File: src/slf_pkg.sv
// Package for the scheduled light with linear fade.
// Holds the shared constants, register codes, state types and the window configuration struct.
// No dependencies.
package slf_pkg;

	localparam logic [7:0]  FULL_LEVEL     = 8'd255;
	localparam logic [15:0] MS_PER_MINUTE  = 16'd60000;
	localparam logic [10:0] MIN_PER_HOUR   = 11'd60;
	localparam logic [15:0] FADE_MIN_RESET = 16'd30;

	localparam int unsigned TOD_W  = 11;
	localparam int unsigned ADDR_W = 5;

	typedef enum logic [2:0] {
		REG_ON_HOUR,
		REG_ON_MINUTE,
		REG_OFF_HOUR,
		REG_OFF_MINUTE,
		REG_FADE_MINUTES
	} slf_reg_t;

	typedef enum logic [2:0] {
		ST_IDLE,
		ST_WIN,
		ST_PREP,
		ST_DIV,
		ST_DONE
	} slf_state_t;

	typedef enum logic [1:0] {
		DV_IDLE,
		DV_LOAD,
		DV_STEP
	} slf_div_state_t;

	typedef struct packed {
		logic [4:0] on_hour;
		logic [5:0] on_minute;
		logic [4:0] off_hour;
		logic [5:0] off_minute;
	} slf_win_cfg_t;

	function automatic logic [TOD_W-1:0] minute_of_day(input logic [4:0] hour,
			input logic [5:0] minute);
		logic [TOD_W-1:0] h;
		h = TOD_W'(hour);
		return TOD_W'(h * MIN_PER_HOUR) + TOD_W'(minute);
	endfunction

endpackage

File: src/slf_window.sv
// On-window test for the scheduled light.
// Compares the minute of day against the on and off times, with wrap past midnight.
// Depends on slf_pkg.
module slf_window import slf_pkg::*; (
	input  logic [4:0]   hour,
	input  logic [5:0]   minute,
	input  slf_win_cfg_t cfg,
	output logic         in_win
);

	logic [TOD_W-1:0] t;
	logic [TOD_W-1:0] t_on;
	logic [TOD_W-1:0] t_off;

	always_comb begin
		t     = minute_of_day(hour, minute);
		t_on  = minute_of_day(cfg.on_hour, cfg.on_minute);
		t_off = minute_of_day(cfg.off_hour, cfg.off_minute);
		// Equal on and off times mean no schedule at all.
		if (t_on == t_off) begin
			in_win = 1'b0;
		end else if (t_on < t_off) begin
			in_win = (t >= t_on) && (t < t_off);
		end else begin
			in_win = (t >= t_on) || (t < t_off);
		end
	end

endmodule

File: src/slf_div.sv
// Restoring divider that forms floor(elapsed * 255 / dur) one quotient bit per cycle.
// The caller guarantees elapsed < dur, so the quotient fits in eight bits.
// Depends on slf_pkg.
module slf_div import slf_pkg::*; (
	input  logic        clk,
	input  logic        arst_n,
	input  logic        start,
	input  logic [31:0] elapsed,
	input  logic [31:0] dur,
	output logic        done,
	output logic [7:0]  quo
);

	slf_div_state_t state_q, state_d;

	logic [39:0] num_q;
	logic [31:0] rem_q;
	logic [7:0]  quo_q;
	logic [2:0]  cnt_q;
	logic        done_q;
	logic [33:0] diff;
	logic        ge;

	// One shared subtractor serves as compare and subtract for every quotient bit.
	assign diff = {1'b0, rem_q, num_q[7]} - {2'b00, dur};
	assign ge   = ~diff[33];

	always_ff @(posedge clk or negedge arst_n) begin
		if (!arst_n) begin
			state_q <= DV_IDLE;
			done_q  <= 1'b0;
			cnt_q   <= 3'd0;
		end else begin
			state_q <= state_d;
			done_q  <= (state_q == DV_STEP) && (cnt_q == 3'd0);
			if (state_q == DV_LOAD) begin
				cnt_q <= 3'd7;
			end else if (state_q == DV_STEP) begin
				cnt_q <= cnt_q - 3'd1;
			end
		end
	end

	always_ff @(posedge clk) begin
		unique case (state_q)
			DV_IDLE: begin
				if (start) begin
					// elapsed * 255 taken as elapsed * 256 - elapsed.
					num_q <= {elapsed, 8'h00} - {8'h00, elapsed};
				end
			end
			DV_LOAD: begin
				rem_q <= num_q[39:8];
				quo_q <= 8'h00;
			end
			DV_STEP: begin
				if (ge) begin
					rem_q <= diff[31:0];
				end else begin
					rem_q <= {rem_q[30:0], num_q[7]};
				end
				quo_q       <= {quo_q[6:0], ge};
				num_q[7:0]  <= {num_q[6:0], 1'b0};
			end
			default: begin
			end
		endcase
	end

	always_comb begin
		state_d = state_q;
		unique case (state_q)
			DV_IDLE: if (start) state_d = DV_LOAD;
			DV_LOAD: state_d = DV_STEP;
			DV_STEP: if (cnt_q == 3'd0) state_d = DV_IDLE;
			default: state_d = DV_IDLE;
		endcase
	end

	assign done = done_q;
	assign quo  = quo_q;

endmodule

File: src/scheduled_light_with_linear_fade.sv
// Scheduled light with linear fade-out: top level.
// Holds the register file, the tick sequencer and the output register.
// Depends on slf_pkg, slf_window and slf_div.
//
// Usage: each tick transfer on the input channel (in_valid, in_stall) carries the hour,
// the minute and a free-running millisecond count; each tick produces exactly one result
// transfer on the output channel (out_valid, out_stall) with level, lamp_on and fading.
// Registers are written over the APB port at byte addresses 0, 4, 8, 12 and 16
// (on_hour, on_minute, off_hour, off_minute, fade_minutes); pready is always high.
//
// Processing: the sequencer registers the window test in ST_WIN, updates the lamp state in
// ST_PREP, runs the divider in ST_DIV only when the fade level is computed, and loads the
// output register from ST_DONE. The fade level comes from a bit-serial divider that forms
// elapsed * 255, loads it and then produces one quotient bit per cycle.
// in_stall is high while a tick is being worked on.
//
// Reset clears the lamp state (dark, no fade, level 0) and sets fade_minutes to 30.
// A result held by out_stall stays in the output register; the next tick is accepted
// and processed meanwhile, and waits in the sequencer only until that register frees up.
module scheduled_light_with_linear_fade import slf_pkg::*; (
	input  logic              clk,
	input  logic              arst_n,
	input  logic              psel,
	input  logic              penable,
	input  logic              pwrite,
	input  logic [ADDR_W-1:0] paddr,
	input  logic [31:0]       pwdata,
	output logic [31:0]       prdata,
	output logic              pready,
	input  logic              in_valid,
	output logic              in_stall,
	input  logic [4:0]        clock_hour,
	input  logic [5:0]        clock_minute,
	input  logic [31:0]       now_ms,
	output logic              out_valid,
	input  logic              out_stall,
	output logic [7:0]        level,
	output logic              lamp_on,
	output logic              fading
);

	slf_state_t   state_q, state_d;
	slf_win_cfg_t win_cfg_q;
	logic [15:0]  fade_minutes_q;
	logic [31:0]  dur_q;

	logic [4:0]   hour_q;
	logic [5:0]   minute_q;
	logic [31:0]  now_q;
	logic         win_q;
	logic         in_win;

	logic         lit_q;
	logic         fade_q;
	logic [31:0]  start_q;
	logic [7:0]   level_q;

	logic         out_valid_q;
	logic [7:0]   level_out_q;
	logic         lamp_on_out_q;
	logic         fading_out_q;

	logic [31:0]  elapsed;
	logic         div_start;
	logic         div_done;
	logic [7:0]   div_quo;
	logic         load_out;
	logic         cfg_wr;
	slf_reg_t     reg_idx;

	// Register file.
	assign pready  = 1'b1;
	assign cfg_wr  = psel && penable && pwrite;
	assign reg_idx = slf_reg_t'(paddr[ADDR_W-1:2]);

	always_ff @(posedge clk or negedge arst_n) begin
		if (!arst_n) begin
			win_cfg_q      <= '0;
			fade_minutes_q <= FADE_MIN_RESET;
		end else if (cfg_wr) begin
			unique case (reg_idx)
				REG_ON_HOUR:      win_cfg_q.on_hour    <= pwdata[4:0];
				REG_ON_MINUTE:    win_cfg_q.on_minute  <= pwdata[5:0];
				REG_OFF_HOUR:     win_cfg_q.off_hour   <= pwdata[4:0];
				REG_OFF_MINUTE:   win_cfg_q.off_minute <= pwdata[5:0];
				REG_FADE_MINUTES: fade_minutes_q       <= pwdata[15:0];
				default: begin
				end
			endcase
		end
	end

	always_comb begin
		unique case (reg_idx)
			REG_ON_HOUR:      prdata = 32'(win_cfg_q.on_hour);
			REG_ON_MINUTE:    prdata = 32'(win_cfg_q.on_minute);
			REG_OFF_HOUR:     prdata = 32'(win_cfg_q.off_hour);
			REG_OFF_MINUTE:   prdata = 32'(win_cfg_q.off_minute);
			REG_FADE_MINUTES: prdata = 32'(fade_minutes_q);
			default:          prdata = 32'h0;
		endcase
	end

	// The fade duration is kept as a registered product; it is not frozen while a tick runs.
	always_ff @(posedge clk) begin
		dur_q <= {16'h0000, fade_minutes_q} * {16'h0000, MS_PER_MINUTE};
	end

	slf_window u_window (
		.hour   (hour_q),
		.minute (minute_q),
		.cfg    (win_cfg_q),
		.in_win (in_win)
	);

	// A fade that starts on this tick has zero elapsed time.
	assign elapsed = now_q - (fade_q ? start_q : now_q);

	slf_div u_div (
		.clk     (clk),
		.arst_n  (arst_n),
		.start   (div_start),
		.elapsed (elapsed),
		.dur     (dur_q),
		.done    (div_done),
		.quo     (div_quo)
	);

	always_ff @(posedge clk or negedge arst_n) begin
		if (!arst_n) begin
			state_q <= ST_IDLE;
		end else begin
			state_q <= state_d;
		end
	end

	always_comb begin
		state_d   = state_q;
		div_start = 1'b0;
		load_out  = 1'b0;
		unique case (state_q)
			ST_IDLE: if (in_valid) state_d = ST_WIN;
			ST_WIN:  state_d = ST_PREP;
			ST_PREP: begin
				if (!win_q && lit_q && (elapsed < dur_q)) begin
					div_start = 1'b1;
					state_d   = ST_DIV;
				end else begin
					state_d = ST_DONE;
				end
			end
			ST_DIV:  if (div_done) state_d = ST_DONE;
			ST_DONE: begin
				if (!out_valid_q || !out_stall) begin
					load_out = 1'b1;
					state_d  = ST_IDLE;
				end
			end
			default: state_d = ST_IDLE;
		endcase
	end

	assign in_stall = (state_q != ST_IDLE);

	always_ff @(posedge clk) begin
		if ((state_q == ST_IDLE) && in_valid) begin
			hour_q   <= clock_hour;
			minute_q <= clock_minute;
			now_q    <= now_ms;
		end
		if (state_q == ST_WIN) begin
			win_q <= in_win;
		end
	end

	// Lamp state update.
	always_ff @(posedge clk or negedge arst_n) begin
		if (!arst_n) begin
			lit_q   <= 1'b0;
			fade_q  <= 1'b0;
			start_q <= 32'h0;
			level_q <= 8'h00;
		end else if (state_q == ST_PREP) begin
			if (win_q) begin
				// Inside the window a running fade is frozen as it stands.
				if (!lit_q) begin
					lit_q  <= 1'b1;
					fade_q <= 1'b0;
				end
				if (!lit_q || !fade_q) begin
					level_q <= FULL_LEVEL;
				end
			end else if (lit_q) begin
				if (elapsed >= dur_q) begin
					lit_q   <= 1'b0;
					fade_q  <= 1'b0;
					level_q <= 8'h00;
				end else if (!fade_q) begin
					fade_q <= 1'b1;
				end
				if (!fade_q) begin
					start_q <= now_q;
				end
			end
		end else if ((state_q == ST_DIV) && div_done) begin
			level_q <= FULL_LEVEL - div_quo;
		end
	end

	// Output register.
	always_ff @(posedge clk or negedge arst_n) begin
		if (!arst_n) begin
			out_valid_q <= 1'b0;
		end else if (load_out) begin
			out_valid_q <= 1'b1;
		end else if (!out_stall) begin
			out_valid_q <= 1'b0;
		end
	end

	always_ff @(posedge clk) begin
		if (load_out) begin
			level_out_q   <= level_q;
			lamp_on_out_q <= lit_q;
			fading_out_q  <= fade_q;
		end
	end

	assign out_valid = out_valid_q;
	assign level     = level_out_q;
	assign lamp_on   = lamp_on_out_q;
	assign fading    = fading_out_q;

endmodule

File: config.mk
export PLATFORM = sky130hd
export DESIGN_NAME = scheduled_light_with_linear_fade
export DESIGN_NICKNAME = d
export VERILOG_FILES = /design/src/slf_pkg.sv /design/src/slf_window.sv /design/src/slf_div.sv /design/src/scheduled_light_with_linear_fade.sv
export SDC_FILE = /design/constraint.sdc
export NUM_CORES = 1
export LEC_CHECK = 0
export BUFFER_PORTS_ARGS = -buffer_cell sky130_fd_sc_hd__buf_2
export CORE_UTILIZATION = 50
export CTS_CLUSTER_DIAMETER = 80
export DETAILED_ROUTE_END_ITERATION = 8
export HOLD_SLACK_MARGIN = 0.12
export PLACE_DENSITY = 0.72
export SYNTH_ARGS = -nofsm -noshare
export SYNTH_HDL_FRONTEND = slang
export SYNTH_SLANG_ARGS = --single-unit
export TNS_END_PERCENT = 50
File: constraint.sdc
create_clock -name clk -period 15.55 [get_ports clk]
set_clock_uncertainty 0.1 [all_clocks]
set_input_delay 0.7775 -clock clk [delete_from_list [all_inputs] [get_ports clk]]
set_output_delay 0.7775 -clock clk [all_outputs]
set_load 0.02 [all_outputs]
== Word-level counts from Yosys, hierarchy flattened ==
Index checks and enable logic that the tools add are counted.

* Bitwise gates (word level): 2
* Reductions and logical operators: 37
* Mux-type cells: 36
* Multiply operators: 4
* Order comparisons: 5
* Add/sub/neg operators: 8
* Equal/unequal tests: 21

{| class="wikitable"
|+ Operators with widths
! kind !! number
|-
| 16-bit case mux with 5 select lines || 1
|-
| 32-bit 2-to-1 mux || 2
|-
| 32-bit case mux with 2 select lines || 1
|-
| 8-bit 2-to-1 mux || 7
|-
| 40-bit by 32-bit subtractor with 40-bit output || 1
|-
| 33-bit by 32-bit subtractor with 34-bit output || 1
|-
| 11-bit by 6-bit adder with 11-bit output || 3
|-
| 32-bit >= comparator || 1
|-
| 32-bit less-than comparator || 1
|-
| 8-bit case mux with 2 select lines || 2
|-
| 32-bit subtractor || 1
|-
| 16-bit by 11-bit multiplier with 27-bit output (second input constant) || 1
|-
| 5-bit by 4-bit multiplier with 9-bit output (second input constant) || 3
|-
| 11-bit less-than comparator || 2
|-
| 3-bit 2-to-1 mux || 6
|-
| 2-bit AND reduction || 8
|-
| 3-bit case mux with 5 select lines || 1
|-
| 1-bit 2-to-1 mux || 13
|-
| 3-bit by 2-bit == test with 1-bit output (second input constant) || 4
|-
| 11-bit == test || 1
|-
| 11-bit >= comparator || 1
|-
| 2-bit != test (second input constant) || 5
|-
| 3-bit zero test || 3
|-
| 3-bit AND reduction || 3
|-
| other kinds (19) || 41
|}

* Bits in registers: 251
* Input port bits: 87
* Logic and storage cells: 139

== Depth between registers and ports, before layout ==
Gate-level depths: netlist of the first run.

* Depth in word-level cells: 8
* Gate-level depth with buffers: 29

== By module ==
A second synthesis of the first run with hierarchy kept.

* Cell total of the unflattened synthesis: 2359
* Area total of the unflattened synthesis: 22246.3 um^2

{| class="wikitable"
|+ By module, submodules not included
! module !! cells an instance !! times used !! area an instance (um^2)
|-
| scheduled_light_with_linear_fade || 1251 || 1 || 12519.5
|-
| slf_div || 778 || 1 || 6924.1
|-
| slf_window || 330 || 1 || 2802.7
|}

== Worst setup path after synthesis of the first run ==
OpenSTA, ideal clock, no wires.

* Kind: reg2reg
* From: register fade_q
* To: register u_div.num_q[0], enable pin
* Period minus slack after synthesis: 7.666 ns
* Stages on the path, launching flop included: 26
* Required time: 15.123 ns
* Library setup time: 0.327 ns
* Setup slack: 7.884 ns
* Path buffers: 3
* Arrival time: 7.239 ns
* Cells stage by stage: dfrtp_1 > clkbuf_1 > clkbuf_1 > mux2i_1 > ha_1 > a2111o_1 > a21oi_4 > o31ai_4 > a221oi_2 > o21bai_1 > or4_1 > a31oi_1 > xor2_1 > buf_4 > inv_1 > ha_1 > a21o_1 > a21o_1 > a21o_1 > a21o_1 > a21oi_1 > nor2b_1 > a2111oi_1 > nand2_1 > nor2_1 > a21o_1

* Word-level cells in the longest chain between the ends: 8

{| class="wikitable"
|+ Ends and longest elaborated chain
! element !! line !! source
|-
| start: declaration || scheduled_light_with_linear_fade.sv:54 || <nowiki>logic fade_q;</nowiki>
|-
| start signal: assignment || scheduled_light_with_linear_fade.sv:180 || <nowiki>fade_q <= 1'b0;</nowiki>
|-
| start signal: assignment || scheduled_light_with_linear_fade.sv:188 || <nowiki>fade_q <= 1'b0;</nowiki>
|-
| start signal: assignment || scheduled_light_with_linear_fade.sv:196 || <nowiki>fade_q <= 1'b0;</nowiki>
|-
| 32-bit 2-to-1 mux || n/a ||
|-
| 32-bit subtractor || scheduled_light_with_linear_fade.sv:117 || <nowiki>assign elapsed = now_q - (fade_q ? start_q : now_q);</nowiki>
|-
| 32-bit less-than comparator || scheduled_light_with_linear_fade.sv:145 || <nowiki>if (!win_q && lit_q && (elapsed < dur_q)) begin</nowiki>
|-
| 1-bit logical AND || scheduled_light_with_linear_fade.sv:145 ||
|-
| 1-bit 2-to-1 mux || scheduled_light_with_linear_fade.sv:145 ||
|-
| 1-bit 2-to-1 mux || scheduled_light_with_linear_fade.sv:141 || <nowiki>unique case (state_q)</nowiki>
|-
| 2-bit != test (no line) || n/a ||
|-
| 2-bit AND reduction (no line) || n/a ||
|-
| end signal: assignment || slf_div.sv:49 || <nowiki>num_q <= {elapsed, 8'h00} - {8'h00, elapsed};</nowiki>
|-
| end signal: assignment || slf_div.sv:63 || <nowiki>num_q[7:0] <= {num_q[6:0], 1'b0};</nowiki>
|-
| end: declaration || slf_div.sv:16 || <nowiki>logic [39:0] num_q;</nowiki>
|}

No other way between the ends.
A chain may end at the register's enable or synchronous reset.

== Worst setup path after layout of the first run ==
* From: register fade_q
* To: register u_div.num_q[39] (data pin)

* Word-level cells in the longest chain between the ends: 3

{| class="wikitable"
|+ Ends and longest elaborated chain
! element !! line
|-
| 32-bit 2-to-1 mux || n/a
|-
| 32-bit subtractor || scheduled_light_with_linear_fade.sv:117
|-
| 40-bit by 32-bit subtractor with 40-bit output || slf_div.sv:49
|}

No other way between the ends.

==> results of run 1 <==
layout make-up:
cell class                      count  area, sq um
Timing Repair Buffer              107        568.0
Fill cell                        3503        18050
Antenna cell                        3        7.507
Sequential cell                   251         6823
Tap cell                          532        665.6
Inverter                          271         1022
Clock buffer                       43        904.6
Clock inverter                     13        111.4
Multi-Input combinational cell   1525        12870
metrics by stage:
stage                     instances  hold slack, ns  util [%]  area [sq um]
after floorplan                2102          0.3231         -         20970
after global routing           2742          0.2515     55.98         22960
after global placement         2685          0.3327     53.48         21930
after detailed placement       2685          0.3305     53.48         21930
final                          2745          0.2715     56.00         22970
after CTS                      2742          0.2442     55.98         22960
kinds of logic after synthesis:
group	Yosys count	share of synthesized area, %
multiplexers	102	5.092
AND/OR/NAND/NOR	433	10.09
adder cells (fa/ha/maj)	362	24.72
flip-flops	251	32.63
AO/OA/AOI/OAI	462	14.81
other	2	0.03592
XOR/XNOR	149	6.403
buffers and inverters	326	6.223
flip-flops by register name, indices dropped and copies added (netlist names), 2 cells and up:
register,flops
u_div.state_q,2
hour_q,5
level,8
minute_q,6
u_div.rem_q,32
u_div.quo,8
state_q,3
u_div.num_q,40
dur_q,27
start_q,32
win_cfg_q,22
now_q,32
level_q,8
u_div.cnt_q,3
fade_minutes_q,16
cells in the final DEF (no fill, tap or decap), types with 28 or more instances in the layout:
cell and count:
sky130_fd_sc_hd__inv_1 269, sky130_fd_sc_hd__xor2_1 48, sky130_fd_sc_hd__nor3_1 29, sky130_fd_sc_hd__a21oi_1 150, sky130_fd_sc_hd__a21o_1 69, sky130_fd_sc_hd__mux2_2 35, sky130_fd_sc_hd__clkbuf_16 34, sky130_fd_sc_hd__o21a_1 28
sky130_fd_sc_hd__o21ai_0 86, sky130_fd_sc_hd__nand2_1 84, sky130_fd_sc_hd__nor2_1 147, sky130_fd_sc_hd__dfrtp_1 85, sky130_fd_sc_hd__buf_2 95, sky130_fd_sc_hd__xnor2_1 98, sky130_fd_sc_hd__ha_1 268, sky130_fd_sc_hd__edfxtp_1 134
sky130_fd_sc_hd__fa_1 87, sky130_fd_sc_hd__mux2i_1 67
per-layer routing:
metal  track usage, %  part of all wire (%)  up-vias  wire length, um
met5                0                 0.025        -               11
met4            6.985                   2.7        2             1193
met3            3.059                   3.9       85             1757
met2            37.23                    48      271            21430
met1            27.84                    45     7195            20290
li1                 -                     -     7479                -
worst max-delay path by stage:
stage / from / to / slack (ns) / depth (start not counted)
after global placement: fade_q / u_div.num_q[39] / 8.22 / 26
after floorplan: fade_q / u_div.num_q[0] / 7.88 / 25
after detailed placement: fade_q / u_div.num_q[39] / 8.09 / 29
after global routing: fade_q / u_div.num_q[39] / 7.61 / 29
after CTS: fade_q / u_div.num_q[39] / 8.04 / 29
final: fade_q / u_div.num_q[39] / 8.02 / 29
critical path: cells and delay by family (launching register included):
kind	cells	cell delay [ns]
and+or+nand+nor	1	0.09
AOI/OAI and AO/OA	20	4.57
DFF	1	0.41
xor gates and xnor gates	2	0.49
buffers and inverters	3	0.62
adders and majority gates	3	0.98
==> results.md, run 1 <==
- Number of buffers added for setup after CTS: 0
- Top post-synthesis cells by count: sky130_fd_sc_hd__ha_1, sky130_fd_sc_hd__inv_1, sky130_fd_sc_hd__a21oi_1
- Endpoint of the worst-slack reg-to-reg timing path: u_div.num_q[39]
- CTS H-tree lvls: 1
- Sum of negative setup slack: 0 ns
- Initial Utilization: 50.98%
- Worst min path class: in -> reg
- Average wire per standard cell: 16.28 um
- Actual slew at the worst max-slew pin: 1.123 ns
- Maximum number of pins on one net before global-route repair: 78
- Total number of clock tree sinks: 251
- Pre-antenna DRT Iters: 5
- Crit-path slowest cell: sky130_fd_sc_hd__a2111oi_2
- Number of max-cap violations: 0
- Clk_lat worst skew: 0.58 ns
- Delay of the slowest cell on the worst path: 0.53 ns
- Chip height: 206.5 um
- Total die area: 0.04264 sq mm
- Initial drt markers: 733
- Capture endpoint of the worst hold path: minute_q[0]
- Hold-fix buffers at CTS: 1
- Via count of the first global-routing pass: 15112
- Wire length after detailed routing: 44690 um
- Max Fanout on Critical Path: 33
- Clock slew at the register clock pins of the worst setup and hold paths: 0.06 ns
- Number of buffers added by the clock tree synthesis step: 30
- RR Startpoint: fade_q
- GR Overflow Total: 0
- Hold path cells: 1
- GRT Util Overall: 21.63%
- Number of enable flip-flop cells after synthesis: 134
- DRC viols: 0
- Number of unique standard cell types used by synthesis: 91
- Result of the run: completed
- HPWL Detailed: 35680 um
- Type of element launching the critical path: register
- Portion of the clock cycle consumed by the worst path in the final layout: 48.40%
- Antenna viol nets, final: 0
- Cell area after synthesis: 0.02091 sq mm
- Required time at the worst-slack endpoint: 15.77 ns
- Synth async-reset ratio: 35.86%
- Number of instances resized during post-cts repair: 0
- Fin. Hold Viols: 0
- Vias after detailed routing: 15032
- Largest cells by area after synthesis: sky130_fd_sc_hd__edfxtp_1, sky130_fd_sc_hd__ha_1, sky130_fd_sc_hd__dfrtp_1
- Cell type with the highest aggregate area in the netlist: sky130_fd_sc_hd__edfxtp_1
- Cell depth of the worst flop-to-flop path: 29
- Main synth FF type: sky130_fd_sc_hd__edfxtp_1
- Synthesis warning total: 0
- Max-slew headroom at the worst pin: 25.14%
- Post-layout worst setup margin: 8.024 ns
- Data arrival time of the critical path: 7.75 ns
- Area Growth Syn to Fin: 9.850%
- Highest clock rate: 0.1329 GHz
- Maximum count of clock buffers along a single path: 3
- First-pass GRT wire length: 74330 um
- Kind of end point of the critical path: register
- Row cnt: 74
- CTS tree: yes
- Post-synth top area share: 19.24%
- Final period demand of the worst path: 7.526 ns
- I/O pins: 132
- Setup slack on the worst flop-to-flop path: 8.02 ns
- Placer's final routability congestion estimate: 0.9132
- Worst hold path startpoint: clock_minute[0]
- Mean Syn Cell Area: 10.02 sq um
- Cell count after synthesis: 2087
- Sequential fraction of the synthesis area: 32.63%
- Number of input and output port buffers inserted: 96
- Routed vias/inst: 5.476
- Unrepaired setup endpoints after global routing: no
- Die width: 206.5 um
- Core Footprint: 0.04102 sq mm
- Ratio of cells with drive above 1 in the final layout: 11.04%
- Clock tree root driver cell: sky130_fd_sc_hd__clkbuf_16
- Seq cells post-synth: 251
- Final setup viols: 0
- Initial antenna violation count: 4
- Setup Crit Path Kind: reg -> reg
- Top cell by count, worst path: sky130_fd_sc_hd__a21o_1
- Net count reported at finish: 2629
- Pins Over Slew Limit: 0
- Pre-CTS setup slack: 8.087 ns
Power of run 1 is left out: the tool's default activity adds up to more than one toggle a clock period on the data nets, which glitch-free logic cannot reach.
==> inputs of run 2 (changes only) <==
clock period = 7 ns   (was 15.55 ns; I/O delays follow)
==> results.md, run 2 (synthesized netlist as in run 1, its figures left out) <==
- Number of max-cap violations: 0 (unchanged)
- Actual slew at the worst max-slew pin: 1.068 ns (was 1.123 ns)
- Result of the run: complete, but fails checks (was completed)
- Net count reported at finish: 2699 (was 2629)
- Number of buffers added by the clock tree synthesis step: 28 (was 30)
- Clk_lat worst skew: 0.57 ns (was 0.58 ns)
- Final setup viols: 0 (unchanged)
- Count of buffering cells on the critical path with inverters included: 1 (was 3)
- Global-route layer with the greatest usage: met2 (unchanged)
- Initial drt markers: 839 (was 733)
- Portion of the clock cycle consumed by the worst path in the final layout: 95.22% (was 48.40%)
- Maximum count of clock buffers along a single path: 3 (unchanged)
- RR Startpoint: fade_q (unchanged)
- Via count of the first global-routing pass: 15527 (was 15112)
- Register with the most flip-flops: u_div.num_q (unchanged)
- Start point of the critical path: fade_q (unchanged)
- Hold Slack: 0.2543 ns (was 0.2715 ns)
- Fin. Hold Viols: 0 (unchanged)
- Initial antenna violation count: 3 (was 4)
- Final period demand of the worst path: 6.666 ns (was 7.526 ns)
- GR Overflow Total: 0 (unchanged)
- Sum of negative setup slack: 0 ns (unchanged)
- Row cnt: 74 (unchanged)
- Failing checks: DRC
- Die width: 206.5 um (unchanged)
- Chip height: 206.5 um (unchanged)
- GRT Util Overall: 21.87% (was 21.63%)
- Crit-path slowest cell: sky130_fd_sc_hd__or4_1 (was sky130_fd_sc_hd__a2111oi_2)
- Setup Crit Path Kind: reg -> reg (unchanged)
- Required time at the worst-slack endpoint: 7.33 ns (was 15.77 ns)
- Antenna viol nets, final: 0 (unchanged)
- Number of input and output port buffers inserted: 96 (unchanged)
- Fillcell total: 3420 (was 3503)
- CTS tree: yes (unchanged)
- Average wire per standard cell: 16.27 um (was 16.28 um)
- Total die area: 0.04264 sq mm (unchanged)
- HPWL Detailed: 35580 um (was 35680 um)
- Pre-antenna DRT Iters: 9 (was 5)
- Initial Utilization: 50.98% (unchanged)
- Placer's final routability congestion estimate: 0.9191 (was 0.9132)
- Most frequent cells in the layout: sky130_fd_sc_hd__inv_1, sky130_fd_sc_hd__ha_1, sky130_fd_sc_hd__a21oi_1, sky130_fd_sc_hd__nor2_1, sky130_fd_sc_hd__edfxtp_1 (unchanged)
- Delay of the slowest cell on the worst path: 0.52 ns (was 0.53 ns)
- Max Fanout on Critical Path: 15 (was 33)
- Wire length after detailed routing: 45760 um (was 44690 um)
- Met2 track demand over resource: 38.28% (was 37.23%)
- Total number of clock tree sinks: 251 (unchanged)
- Ratio of cells with drive above 1 in the final layout: 11.19% (was 11.04%)
- Clock slew at the register clock pins of the worst setup and hold paths: 0.06 ns (about the same)
- Area Growth Syn to Fin: 13.25% (was 9.850%)
- First-pass GRT wire length: 75340 um (was 74330 um)
- Vias after detailed routing: 15300 (was 15032)
- GR Layer Usage met1: 28.21% (was 27.84%)
- Maximum number of pins on one net before global-route repair: 78 (unchanged)
- DRC viols: 4 (was 0)
- Data arrival time of the critical path: 7.00 ns (was 7.75 ns)
- Cells along the critical path: buf_12, mux2i_1, ha_1, a211oi_1, o21ai_0, a221o_1, a221oi_2, o21bai_1, or4_1, nand2_1, o21ai_0, o41ai_1, xnor2_1, ha_1, nand4_1, nor2_1, nand3_1, or4_1, o41a_1, and2_1, or4_1, a21oi_4, o221ai_1
- Family of cells with the greatest summed delay on the critical path: compound AO/OA/AOI/OAI gates (unchanged)
- Kind of end point of the critical path: register (unchanged)
- Highest clock rate: 0.1500 GHz (was 0.1329 GHz)
- Flip-flop count of the largest register, all copies and words added: 40 (unchanged)
- Pins Over Slew Limit: 0 (unchanged)
- Core Footprint: 0.04102 sq mm (unchanged)
- Most frequent standard cell in the layout excluding fill and tap cells: sky130_fd_sc_hd__inv_1 (unchanged)
- CTS H-tree lvls: 1 (unchanged)
- Top cell by count, worst path: sky130_fd_sc_hd__or4_1 (was sky130_fd_sc_hd__a21o_1)
- Routed vias/inst: 5.439 (was 5.476)
- I/O pins: 132 (unchanged)
- Clock tree root driver cell: sky130_fd_sc_hd__clkbuf_16 (unchanged)
- Max-slew headroom at the worst pin: 28.25% (was 25.14%)
- Met3 demand-to-capacity share in global routing: 2.412% (was 3.059%)
- Worst min path class: in -> async (was in -> reg)
- Type of element launching the critical path: register (unchanged)
## run 2: worst reg2reg max path, cell delays in order (launching register included)
cell	delay, ns
sky130_fd_sc_hd__dfrtp_2	0.46
sky130_fd_sc_hd__buf_12	0.19
sky130_fd_sc_hd__mux2i_1	0.25
sky130_fd_sc_hd__ha_1	0.32
sky130_fd_sc_hd__a211oi_1	0.27
sky130_fd_sc_hd__o21ai_0	0.15
sky130_fd_sc_hd__a221o_1	0.40
sky130_fd_sc_hd__a221oi_2	0.25
sky130_fd_sc_hd__o21bai_1	0.20
sky130_fd_sc_hd__or4_1	0.47
sky130_fd_sc_hd__nand2_1	0.09
sky130_fd_sc_hd__o21ai_0	0.09
sky130_fd_sc_hd__o41ai_1	0.31
sky130_fd_sc_hd__xnor2_1	0.19
sky130_fd_sc_hd__ha_1	0.33
sky130_fd_sc_hd__nand4_1	0.14
sky130_fd_sc_hd__nor2_1	0.14
sky130_fd_sc_hd__nand3_1	0.13
sky130_fd_sc_hd__or4_1	0.48
sky130_fd_sc_hd__o41a_1	0.42
sky130_fd_sc_hd__and2_1	0.22
sky130_fd_sc_hd__or4_1	0.52
sky130_fd_sc_hd__a21oi_4	0.27
sky130_fd_sc_hd__o221ai_1	0.15
## run 2: what timing repair did
action | CTS | global route
hold buffers | 62 | 0
setup buffers | 0 | 2
hold endpoints to repair | 125 | 0
endpoints found under the setup margin | 0 | 53
gates resized for setup | 0 | 7
## run 2: through the flow
step                      cells  setup slack, ns  utilization, %  area, sq um
after floorplan            2102           0.1713               -        20970
after global placement     2694           0.3329           53.67        22010
after detailed placement   2694           0.2675           53.67        22010
after CTS                  2808           0.2307           57.59        23620
after global routing       2812         -0.01552           57.73        23680
final                      2813           0.3344           57.73        23680
## run 2: area by class of cell
class,instances,area [sq um],area share (%)
clock inverter,9,71.32,0.3012
multi-input combinational,1525,12900,54.49
timing repair buffer,179,1274,5.379
sequential,251,6823,28.81
tap,532,665.6,2.811
inverter,271,1022,4.317
antenna,3,7.507,0.03170
clock buffer,43,913.4,3.857
## run 2: per-layer routing
layer | vias up | part of all wire (%)
li1 | 7604 | -
met1 | 7315 | 45
met2 | 301 | 48
met3 | 80 | 3.8
met4 | 0 | 2.8
met5 | - | 0
## run 2: path summary, 6_finish.rpt
kind                                       to  slack (ns)  depth (start not counted)
worst max-delay path               level_q[0]        0.33                         23
worst min-delay path              start_q[27]        0.25                          2
worst max register to register     level_q[0]        0.33                         23
worst min register to register       level[3]        0.35                          0
max in group asynchronous              fade_q        5.44                          3
min in group clk                win_cfg_q[19]        0.32                          3
Power of run 2 is left out for the same reason.
==> inputs of run 3 (changes only) <==
==> constraint.sdc (replaced) <==
create_clock -name clk -period 7 [get_ports clk]
set_clock_uncertainty 0.1 [all_clocks]
set_input_delay 1.05 -clock clk [delete_from_list [all_inputs] [get_ports clk]]
set_output_delay 1.05 -clock clk [all_outputs]
set_load 0.02 [all_outputs]
==> results.md, run 3 (synthesized netlist as in run 1, its figures left out) <==
- Fin. Hold Viols: 0 (unchanged)
- Placed inst area: 0.02200 sq mm (was 0.02201 sq mm)
- Required time at the worst-slack endpoint: 7.34 ns (was 7.33 ns)
- Hold-fix buffers at CTS: 0 (was 62)
- Fin area: 0.02312 sq mm (was 0.02368 sq mm)
- Final period demand of the worst path: 6.665 ns (was 6.666 ns)
- Initial drt markers: 809 (was 839)
- Pre-antenna DRT Iters: 9 (unchanged)
- CTS tree: yes (unchanged)
- Levels on crit path: 25 (was 23)
- Total die area: 0.04264 sq mm (unchanged)
- Number of buffers added by the clock tree synthesis step: 30 (was 28)
- Die width: 206.5 um (unchanged)
- Maximum count of clock buffers along a single path: 3 (unchanged)
- Most frequent standard cell in the layout excluding fill and tap cells: sky130_fd_sc_hd__inv_1 (unchanged)
- Clock tree root driver cell: sky130_fd_sc_hd__clkbuf_16 (unchanged)
- Final setup viols: 0 (unchanged)
- Maximum number of pins on one net before global-route repair: 78 (unchanged)
- Fillcell total: 3475 (was 3420)
- Failing checks: DRC (unchanged)
- Area Growth Syn to Fin: 10.58% (was 13.25%)
- Net count reported at finish: 2644 (was 2699)
- Actual slew at the worst max-slew pin: 1.050 ns (was 1.068 ns)
- Highest clock rate: 0.1500 GHz (about the same)
- Portion of the clock cycle consumed by the worst path in the final layout: 95.21% (was 95.22%)
- Number of max-cap violations: 0 (unchanged)
- Row cnt: 74 (unchanged)
- Kind of end point of the critical path: register (unchanged)
- Family of cells with the greatest summed delay on the critical path: compound AO/OA/AOI/OAI gates (unchanged)
- Flip-flop count of the largest register, all copies and words added: 40 (unchanged)
- Vias after detailed routing: 15078 (was 15300)
- Register with the most flip-flops: u_div.num_q (unchanged)
- Average wire per standard cell: 16.40 um (was 16.27 um)
- Max Fanout on Critical Path: 8 (was 15)
- Core Footprint: 0.04102 sq mm (unchanged)
- Result of the run: complete, but fails checks (unchanged)
- Type of element launching the critical path: register (unchanged)
- Initial antenna violation count: 5 (was 3)
- I/O pins: 132 (unchanged)
- Dpl cells: 2694 (unchanged)
- Wire length after detailed routing: 45260 um (was 45760 um)
- First-pass GRT wire length: 74420 um (was 75340 um)
- Number of input and output port buffers inserted: 96 (unchanged)
- Start point of the critical path: fade_q (unchanged)
- Pins Over Slew Limit: 0 (unchanged)
- Worst hold path startpoint: level_q[3]
- HPWL Detailed: 35740 um (was 35580 um)
- Total number of clock tree sinks: 251 (unchanged)
- Chip height: 206.5 um (unchanged)
- Initial Utilization: 50.98% (unchanged)
- Setup Crit Path Kind: reg -> reg (unchanged)
- Clock slew at the register clock pins of the worst setup and hold paths: 0.06 ns (about the same)
- DRC viols: 4 (unchanged)
- Antenna viol nets, final: 0 (unchanged)
- GRT Util Overall: 21.67% (was 21.87%)
- Ratio of cells with drive above 1 in the final layout: 11.73% (was 11.19%)
- Clk_lat worst skew: 0.59 ns (was 0.57 ns)
- Setup slack on the worst flop-to-flop path: 0.34 ns (was 0.33 ns)
- Most frequent cells in the layout: sky130_fd_sc_hd__inv_1, sky130_fd_sc_hd__ha_1, sky130_fd_sc_hd__a21oi_1, sky130_fd_sc_hd__nor2_1, sky130_fd_sc_hd__edfxtp_1 (unchanged)
- Placer's final routability congestion estimate: 0.9167 (was 0.9191)
- Delay of the slowest cell on the worst path: 0.53 ns (was 0.52 ns)
- Endpoint of the worst-slack reg-to-reg timing path: level_q[1] (was level_q[0])
- Crit-path slowest cell: sky130_fd_sc_hd__or4_1 (unchanged)
- Max-slew headroom at the worst pin: 29.44% (was 28.25%)
- Data arrival time of the critical path: 7.01 ns (was 7.00 ns)
- Via count of the first global-routing pass: 15146 (was 15527)
- Termination of the worst setup path: level_q[1] (was level_q[0])
- Final Non-Filler Cells: 2759 (was 2813)
- Count of buffering cells on the critical path with inverters included: 2 (was 1)
- GR Overflow Total: 0 (unchanged)
- RR Startpoint: fade_q (unchanged)
- CTS H-tree lvls: 1 (unchanged)
- Worst min path class: reg -> reg (was in -> async)
- Routed vias/inst: 5.465 (was 5.439)
- Cell depth of the worst flop-to-flop path: 25 (was 23)
## run 3: cell types whose count changed in the layout (fill, tap and decap cells not counted), sizes merged
cell,before,now
inv,273,272
clkbuf,43,49
clkinvlp,1,0
diode,3,2
buf,117,122
dlygate4sd3,62,0
## run 3: how the worst min path moves through the flow
stage,end,depth (start not counted)
floorplan,fading,0
global placement,level[7],0
detailed placement,level[6],0
CTS,level[6],0
global route,level[0],0
finish,level[3],0
## run 3: through the flow
step	setup TNS [ns]	worst slack, ns	util, %	hold WS (ns)
after global placement	0	0.1559	53.64	0.3327
after global routing	-0.04075	-0.02019	56.36	0.3553
final	0	0.3352	56.37	0.3433
after detailed placement	0	0.08609	53.64	0.3305
after floorplan	0	0.1713	-	0.3231
after CTS	0	0.04649	56.02	0.3452
## run 3: cell type report
type | count | area (sq um) | area share, %
Inverter | 271 | 1022 | 4.421
Antenna cell | 2 | 5.005 | 0.02165
Sequential cell | 251 | 6825 | 29.52
Clock buffer | 49 | 924.6 | 3.999
Tap cell | 532 | 665.6 | 2.879
Multi-Input combinational cell | 1525 | 12920 | 55.88
Clock inverter | 7 | 51.30 | 0.2219
Timing Repair Buffer | 122 | 706.9 | 3.058
## run 3: repair_timing
action                                  in CTS  in global routing
buffers inserted                             0                  7
hold endpoints to repair                     0                  0
endpoints found under the setup margin       0                 56
gates resized for setup                      0                 11
## run 3: routing by layer
layer,routed length [um],up-vias,part of all wire (%),track usage [%]
met2,21980,259,49,37.76
met1,20200,7242,45,27.76
met3,1881,78,4.2,3.091
met5,40,-,0.088,0
met4,1151,6,2.5,6.329
li1,-,7493,-,-
Power of run 3 is left out for the same reason.
